==> config.mk <==
export PLATFORM = sky130hd
export DESIGN_NAME = lcd_init_command_list_player_core_flat
export DESIGN_NICKNAME = d
export VERILOG_FILES = /design/src/design/lcdp_pkg.sv /design/src/design/lcdp_in_if.sv /design/src/design/lcdp_out_if.sv /design/src/design/lcdp_decoder.sv /design/src/design/lcdp_out_buf.sv /design/src/design/lcd_init_command_list_player_core.sv /design/src/flat_wrapper.sv
export SDC_FILE = /design/constraint.sdc
export NUM_CORES = 1
export LEC_CHECK = 0
export ABC_AREA = 0
export BUFFER_PORTS_ARGS = -buffer_cell sky130_fd_sc_hd__buf_2
export CAP_MARGIN = 25
export CORE_MARGIN = 5
export CORE_UTILIZATION = 28
export DETAILED_ROUTE_END_ITERATION = 7
export REMOVE_ABC_BUFFERS = 1
export SYNTH_ARGS = -nofsm -noshare
export SYNTH_HDL_FRONTEND = slang
export SYNTH_SLANG_ARGS = --single-unit
==> constraint.sdc <==
create_clock -name clk -period 3 [get_ports clk]
set_input_delay 0.9 -clock clk [delete_from_list [all_inputs] [get_ports clk]]
set_output_delay 0.9 -clock clk [all_outputs]
set_load 0.01 [all_outputs]
==> src/design/lcdp_pkg.sv <==
// ----------------------------------------------------------------------------
// lcdp_pkg: shared types for the init command list player
// result codes, decoder phases and the beat structures of both channels
// ----------------------------------------------------------------------------
package lcdp_pkg;

    typedef enum logic [1:0] {
        KIND_CMD   = 2'd0,
        KIND_DATA  = 2'd1,
        KIND_DELAY = 2'd2
    } kind_t;

    typedef enum logic [4:0] {
        PH_IDLE  = 5'b00001,
        PH_CMD   = 5'b00010,
        PH_DESC  = 5'b00100,
        PH_ARGS  = 5'b01000,
        PH_DELAY = 5'b10000
    } phase_t;

    localparam logic [7:0] DELAY_LONG_CODE = 8'd255;
    localparam logic [8:0] DELAY_LONG_MS   = 9'd500;

    typedef struct packed {
        logic [7:0] table_byte;
        logic       list_start;
    } table_beat_t;

    typedef struct packed {
        kind_t      kind;
        logic [8:0] value;
        logic       list_done;
    } result_t;

endpackage

==> src/design/lcdp_in_if.sv <==
// ----------------------------------------------------------------------------
// lcdp_in_if: table byte channel
// valid/ready channel carrying one init table byte per beat
// ----------------------------------------------------------------------------
interface lcdp_in_if;
    logic       valid;
    logic       ready;
    logic [7:0] table_byte;
    logic       list_start;

    modport source (output valid, output table_byte, output list_start, input ready);
    modport sink   (input valid, input table_byte, input list_start, output ready);
endinterface

==> src/design/lcdp_out_if.sv <==
// ----------------------------------------------------------------------------
// lcdp_out_if: result channel
// valid/ready channel carrying one command, data or delay result per beat
// ----------------------------------------------------------------------------
interface lcdp_out_if;
    logic       valid;
    logic       ready;
    logic [1:0] kind;
    logic [8:0] value;
    logic       list_done;

    modport source (output valid, output kind, output value, output list_done, input ready);
    modport sink   (input valid, input kind, input value, input list_done, output ready);
endinterface

==> src/design/lcdp_decoder.sv <==
// ----------------------------------------------------------------------------
// lcdp_decoder: input register and list decode
// holds one table byte, decodes it against the list state, offers a result
// ----------------------------------------------------------------------------
module lcdp_decoder
    import lcdp_pkg::*;
(
    input  logic          clk,
    input  logic          rst_n,
    lcdp_in_if.sink       table_bytes,
    output logic          res_valid,
    output result_t       res,
    input  logic          res_ready
);

    logic        stage_valid_reg;
    table_beat_t stage_reg;
    logic        advance;

    phase_t      phase_reg,    phase_next;
    logic [7:0]  cmds_reg,     cmds_next;
    logic [6:0]  args_reg,     args_next;
    logic        dly_reg,      dly_next;
    logic [7:0]  held_reg,     held_next;

    logic        emit;
    logic [6:0]  args_dec;
    logic [7:0]  cmds_dec;
    logic        last_cmd;
    logic [7:0]  b;

    assign b        = stage_reg.table_byte;
    assign args_dec = args_reg - 7'd1;
    assign cmds_dec = cmds_reg - 8'd1;
    assign last_cmd = (cmds_reg == 8'd1);

    // bytes without a result leave the stage regardless of the output side
    assign advance           = stage_valid_reg && (!emit || res_ready);
    assign table_bytes.ready = !stage_valid_reg || advance;
    assign res_valid         = stage_valid_reg && emit;

    always_comb
    begin
        phase_next = phase_reg;
        cmds_next  = cmds_reg;
        args_next  = args_reg;
        dly_next   = dly_reg;
        held_next  = held_reg;
        emit       = 1'b0;
        res        = '{kind: KIND_CMD, value: 9'd0, list_done: 1'b0};
        if (stage_reg.list_start)
        begin
            cmds_next  = b;
            args_next  = 7'd0;
            dly_next   = 1'b0;
            phase_next = (b != 8'd0) ? PH_CMD : PH_IDLE;
        end
        else
        begin
            case (phase_reg)
                PH_CMD:
                begin
                    held_next  = b;
                    phase_next = PH_DESC;
                end
                PH_DESC:
                begin
                    args_next = b[6:0];
                    dly_next  = b[7];
                    emit      = 1'b1;
                    res.kind  = KIND_CMD;
                    res.value = {1'b0, held_reg};
                    res.list_done = (b[6:0] == 7'd0) && !b[7] && last_cmd;
                    if (b[6:0] != 7'd0)
                        phase_next = PH_ARGS;
                    else if (b[7])
                        phase_next = PH_DELAY;
                    else
                    begin
                        cmds_next  = cmds_dec;
                        phase_next = (cmds_dec != 8'd0) ? PH_CMD : PH_IDLE;
                    end
                end
                PH_ARGS:
                begin
                    args_next = args_dec;
                    emit      = 1'b1;
                    res.kind  = KIND_DATA;
                    res.value = {1'b0, b};
                    res.list_done = (args_dec == 7'd0) && !dly_reg && last_cmd;
                    if (args_dec == 7'd0)
                    begin
                        if (dly_reg)
                            phase_next = PH_DELAY;
                        else
                        begin
                            cmds_next  = cmds_dec;
                            phase_next = (cmds_dec != 8'd0) ? PH_CMD : PH_IDLE;
                        end
                    end
                end
                PH_DELAY:
                begin
                    emit      = 1'b1;
                    res.kind  = KIND_DELAY;
                    res.value = (b == DELAY_LONG_CODE) ? DELAY_LONG_MS : {1'b0, b};
                    res.list_done = last_cmd;
                    dly_next   = 1'b0;
                    cmds_next  = cmds_dec;
                    phase_next = (cmds_dec != 8'd0) ? PH_CMD : PH_IDLE;
                end
                default:
                begin
                    phase_next = PH_IDLE;
                end
            endcase
        end
    end

    always_ff @(posedge clk or negedge rst_n)
    begin
        if (!rst_n)
        begin
            stage_valid_reg <= 1'b0;
            phase_reg       <= PH_IDLE;
            cmds_reg        <= 8'd0;
            args_reg        <= 7'd0;
            dly_reg         <= 1'b0;
            held_reg        <= 8'd0;
        end
        else
        begin
            if (table_bytes.ready)
                stage_valid_reg <= table_bytes.valid;
            if (advance)
            begin
                phase_reg <= phase_next;
                cmds_reg  <= cmds_next;
                args_reg  <= args_next;
                dly_reg   <= dly_next;
                held_reg  <= held_next;
            end
        end
    end

    always_ff @(posedge clk)
    begin
        if (table_bytes.ready && table_bytes.valid)
        begin
            stage_reg.table_byte <= table_bytes.table_byte;
            stage_reg.list_start <= table_bytes.list_start;
        end
    end

endmodule

==> src/design/lcdp_out_buf.sv <==
// ----------------------------------------------------------------------------
// lcdp_out_buf: result register with skid entry
// full-rate output register, the skid entry absorbs one beat on a stall
// ----------------------------------------------------------------------------
module lcdp_out_buf
    import lcdp_pkg::*;
(
    input  logic          clk,
    input  logic          rst_n,
    input  logic          push_valid,
    input  result_t       push_data,
    output logic          push_ready,
    lcdp_out_if.source    results
);

    logic    main_valid_reg, main_valid_next;
    logic    skid_valid_reg, skid_valid_next;
    result_t main_reg,       main_next;
    result_t skid_reg,       skid_next;
    logic    push_fire;

    assign push_ready = !skid_valid_reg;
    assign push_fire  = push_valid && push_ready;

    assign results.valid     = main_valid_reg;
    assign results.kind      = main_reg.kind;
    assign results.value     = main_reg.value;
    assign results.list_done = main_reg.list_done;

    always_comb
    begin
        main_valid_next = main_valid_reg;
        skid_valid_next = skid_valid_reg;
        main_next       = main_reg;
        skid_next       = skid_reg;
        if (results.ready || !main_valid_reg)
        begin
            if (skid_valid_reg)
            begin
                main_next       = skid_reg;
                main_valid_next = 1'b1;
                skid_valid_next = 1'b0;
            end
            else
            begin
                main_next       = push_data;
                main_valid_next = push_fire;
            end
        end
        else if (push_fire)
        begin
            skid_next       = push_data;
            skid_valid_next = 1'b1;
        end
    end

    always_ff @(posedge clk or negedge rst_n)
    begin
        if (!rst_n)
        begin
            main_valid_reg <= 1'b0;
            skid_valid_reg <= 1'b0;
        end
        else
        begin
            main_valid_reg <= main_valid_next;
            skid_valid_reg <= skid_valid_next;
        end
    end

    always_ff @(posedge clk)
    begin
        main_reg <= main_next;
        skid_reg <= skid_next;
    end

endmodule

==> src/design/lcd_init_command_list_player_core.sv <==
// ----------------------------------------------------------------------------
// lcd_init_command_list_player_core: display init table player
// turns init table bytes into command writes, data writes and delay requests
// ----------------------------------------------------------------------------
// usage
//   table_bytes : one table byte per beat; list_start marks the command count
//                 that opens a list, and restarts the player from any phase
//   results     : one beat per command byte, argument byte or delay byte;
//                 kind 0 command (dc low), 1 data (dc high), 2 delay in ms,
//                 delay code 255 reads as 500 ms; list_done on the last beat
//   the count byte, each command byte and any byte outside a list give no
//   beat; the command beat appears with its descriptor byte, so that it can
//   already carry list_done
//   an accepted byte is held in the input register, and its result passes
//   through the result register (or the skid entry on a stall) to the port
//   throughput: one byte per cycle while results are taken, set by the single
//   decode stage whose phase and counter registers update once per byte
//   reset: empties both registers and returns the player to idle
//   stall: the skid entry holds one more result, then table_bytes.ready drops
//   while a byte with a result waits, until the receiver takes a beat
// ----------------------------------------------------------------------------
module lcd_init_command_list_player_core
    import lcdp_pkg::*;
(
    input  logic        clk,
    input  logic        rst_n,
    lcdp_in_if.sink     table_bytes,
    lcdp_out_if.source  results
);

    // decoded result offered to the output register
    logic    res_valid;
    logic    res_ready;
    result_t res;

    lcdp_decoder u_decoder
    (
        .clk         (clk),
        .rst_n       (rst_n),
        .table_bytes (table_bytes),
        .res_valid   (res_valid),
        .res         (res),
        .res_ready   (res_ready)
    );

    // output register plus skid entry, decouples a stalled receiver
    lcdp_out_buf u_out_buf
    (
        .clk        (clk),
        .rst_n      (rst_n),
        .push_valid (res_valid),
        .push_data  (res),
        .push_ready (res_ready),
        .results    (results)
    );

endmodule

==> src/flat_wrapper.sv <==
// flat-port wrapper written by rule: the top's interface ports become plain ports
module lcd_init_command_list_player_core_flat import lcdp_pkg::*;
  (clk, rst_n, table_bytes_valid, table_bytes_table_byte, table_bytes_list_start, table_bytes_ready, results_valid, results_kind, results_value, results_list_done, results_ready);
  lcdp_in_if table_bytes_i ();
  lcdp_out_if results_i ();
  input  logic clk;
  input  logic rst_n;
  input wire logic [$bits(table_bytes_i.valid)-1:0] table_bytes_valid;
  input wire logic [$bits(table_bytes_i.table_byte)-1:0] table_bytes_table_byte;
  input wire logic [$bits(table_bytes_i.list_start)-1:0] table_bytes_list_start;
  output wire logic [$bits(table_bytes_i.ready)-1:0] table_bytes_ready;
  output wire logic [$bits(results_i.valid)-1:0] results_valid;
  output wire logic [$bits(results_i.kind)-1:0] results_kind;
  output wire logic [$bits(results_i.value)-1:0] results_value;
  output wire logic [$bits(results_i.list_done)-1:0] results_list_done;
  input wire logic [$bits(results_i.ready)-1:0] results_ready;
  assign table_bytes_i.valid = table_bytes_valid;
  assign table_bytes_i.table_byte = table_bytes_table_byte;
  assign table_bytes_i.list_start = table_bytes_list_start;
  assign table_bytes_ready = table_bytes_i.ready;
  assign results_valid = results_i.valid;
  assign results_kind = results_i.kind;
  assign results_value = results_i.value;
  assign results_list_done = results_i.list_done;
  assign results_i.ready = results_ready;
  lcd_init_command_list_player_core u_core (.clk(clk), .rst_n(rst_n), .table_bytes(table_bytes_i), .results(results_i));
endmodule
==> run summary <==
die width: 119 um
largest net degree at the start of global routing: 33
CTS tree: built
sw power: 0.681 mW
# port buffers: 26
Synth Area in Adders: 0.0187
met2 usage: 0.166
largest family of logic cells by synthesized area: compound AO/OA/AOI/OAI gates
Layout Utilization: 0.340
Longest Clk Path Bufs: 2
final hold violations: 0
Synth Area in Compound Gates: 0.178
Pwr Total: 2.50 mW
Max Freq: 0.382 GHz
RSZ-0062 raised after global routing: false
Remaining DRCs: 0
hold path start: u_core.u_decoder.held_reg[0]
final instance area: 0.00393 sq mm
multi-input logic area: 0.00142 sq mm
maximum vdd drop: 0.333 mV
post-synthesis async set-or-reset flop share: 0.492
Synth Instances: 321
HPWL Detailed: 5590 um
M3 GR Usage: 0.0351
Tcrit/Tclk final: 0.872
worst path cell trace: xor2_1 -> o21ai_1 -> nor4_1 -> nand3_1 -> buf_2
CP Data Arrival Time: 1.71 ns
die height: 119 um
Max Slew Vio Count: 0
routability cong.: 0.889
pre-CTS WS: 0.649 ns
Tmin final: 2.61 ns
Starting Density: 0.289
max-capacitance violation count: 0
Crit Path Category: reg -> out
path category of the worst min-delay check: reg -> reg
Netlist cell types: 53
initial antenna violation count: 0
Min Hold Slack: 0.480 ns
Synth Flop Type: edfxtp_1
Clock transition at path regs: 0.05 ns
Post-Layout Cell Count: 497
ANT nets after route: 0
Req. time, crit path: 2.10 ns
via count: 2667
CORE AREA: 0.0116 sq mm
Post-CTS Repair Setup Buffers: 0
Worst setup EP type: output pin
htree depth: 3
R2R cell count: 7
root buffer cell: clkbuf_16
CP peak stage delay: 0.45 ns
layout net count: 367
xor/xnor share of the synthesized area: 0.00525
drt total wl: 7910 um
worst path bufs/invs: 1
Pint: 1.82 mW
FF-to-FF setup slack: 0.60 ns
DIE AREA: 0.0142 sq mm
Reg area: 0.00179 sq mm
Comb pwr share: 0.132
post-synthesis mux area share: 0.0469
dpl cells: 481
Slew headroom: 0.480
yosys warns: 0
Post-synth EDFFs: 33
post-cts gate resize count: 0
post-synthesis register bit count: 65
Slowest-stage cell, CP: dfrtp_1
Slew @ Worst Pin: 0.781 ns
Detailed Routing Iterations Pass 1: 5
Setup Skew: 0.00718 ns
sequential-to-total area share from yosys stat: 0.537
synthesis-to-layout area growth: 17.8%
hold_buf cts: 0
CTS buffer count: 9
Clk pwr share: 0.411
Sink Count: 65
placed inst area: 0.00364 sq mm
setup_tns: 0 ns
Filler Cells Inserted: 1158
outcome: finished, final reports clean
# rows: 39
Vias per Instance: 5.37
largest delay contributor family on the critical path: simple AND/OR/NAND/NOR gates
Synth Area in Simple Gates: 0.175
top-level port count: 27
Global Route met1 Usage: 0.162
CP Launch Type: register
post-route setup slack: 0.385 ns
gr usage total: 0.115
layout cells sized above 1: 0.201
first-pass GRT wire length: 13200 um
number of antenna diodes: 0
Sw Share: 0.272
pwr dens: 636 mW/mm^2
GRT busiest layer: met2
critical-path maximum fanout: 8
synthesized area per cell: 10.4 sq um
setup violators final: 0
hold path cells: 2
Reg2Reg Launch Point: u_core.u_decoder.phase_reg[1]
grt ovf: 0
Hold EP: u_core.u_decoder.held_reg[0]
number of global-route vias before repair: 2576
Reg power frac: 0.457
R2R Path End: u_core.u_decoder.cmds_reg[0]
routed len/inst: 15.9 um
max FFs per register: 12
cell area after synthesis: 0.00334 sq mm
DRT iter0 DRCs: 271
Leak Pwr: 1.56 nW
Clock Latency Late Sink: 0.33 ns
-- cell families after synthesis --
kind of cell | Yosys count
AO/OA/AOI/OAI | 88
AND/OR/NAND/NOR | 116
XOR/XNOR | 2
adder cells (fa/ha/maj) | 5
multiplexers | 14
buffers and inverters | 31
flip-flops | 65
-- layer usage --
metal | part of all wire | up-vias
met5 | 0 | -
met4 | 0.020 | 0
met3 | 0.081 | 17
met2 | 0.41 | 111
met1 | 0.48 | 1273
li1 | - | 1266
-- power groups by stage --
stage	Clock (mW)	Sequential [mW]	Combinational, mW
after floorplan	0	1.13	0.240
after global placement	0	1.15	0.321
after detailed placement	0	1.15	0.331
after CTS	1.06	1.14	0.331
after global routing	1.10	1.16	0.368
final	1.03	1.14	0.331
-- cell usage after synthesis (all sizes together), types with 6 or more instances --
| cell | number | area [sq um] |
|---|---|---|
| buf | 6 | 36.3 |
| dfrtp | 31 | 776 |
| nor2 | 31 | 124 |
| nor4 | 11 | 68.8 |
| o31ai | 13 | 97.6 |
| o21ai | 24 | 120 |
| nand3 | 9 | 45.0 |
| nor3 | 15 | 75.1 |
| edfxtp | 33 | 991 |
| mux2 | 13 | 146 |
| a21oi | 14 | 70.1 |
| nand2 | 25 | 93.8 |
| a22oi | 9 | 67.6 |
| clkbuf | 12 | 45.0 |
| inv | 13 | 48.8 |
-- cell type report --
cell class	count	area share
Multi-Input combinational cell	225	0.361
Clock inverter	7	0.0175
Sequential cell	65	0.456
Clock buffer	9	0.0573
Tap cell	143	0.0455
Inverter	13	0.0124
Timing Repair Buffer	35	0.0503
-- cells in the final DEF, fill, tap and decap left out, types with 3 or more instances in the layout --
cell type  Yosys  routed
dfrtp_1       31      31
mux2_2        13      13
o21ai_0       22      22
ha_1           5       5
o31ai_1       13      13
edfxtp_1      33      33
buf_2          2      26
nor4_1        11      10
nor3_1        15      15
nand2b_1       4       4
and3_1         4       4
inv_1         13      13
and2_1         3       3
nand2_1       25      25
a21oi_1       14      14
a22oi_1        9       9
clkbuf_16      0       9
o21a_1         3       3
nor2_1        30      30
nand3_1        9       9
nand4_1        3       3
buf_4          3       9
o22ai_1        5       5
-- worst register-to-register path: cells and delay by family (launching register included) --
kind	cells	cell delay, ns
AND/OR/NAND/NOR	3	0.75
buffers and inverters	1	0.20
AO/OA/AOI/OAI	3	0.91
flip-flops	1	0.42
-- worst max path at each step --
stage,start,end,cells past startpoint
5_1_grt,u_core.u_decoder.phase_reg[3],table_bytes_ready,5
3_5_place_dp,u_core.u_decoder.phase_reg[1],u_core.u_decoder.cmds_reg[0],7
2_1_floorplan,u_core.u_decoder.stage_reg[0],u_core.u_out_buf.skid_reg[0],2
4_1_cts,u_core.u_decoder.phase_reg[3],table_bytes_ready,5
6_report,u_core.u_decoder.phase_reg[3],table_bytes_ready,5
3_3_place_gp,u_core.u_decoder.phase_reg[1],u_core.u_decoder.cmds_reg[0],7
(Power assumes the default switching activity.)
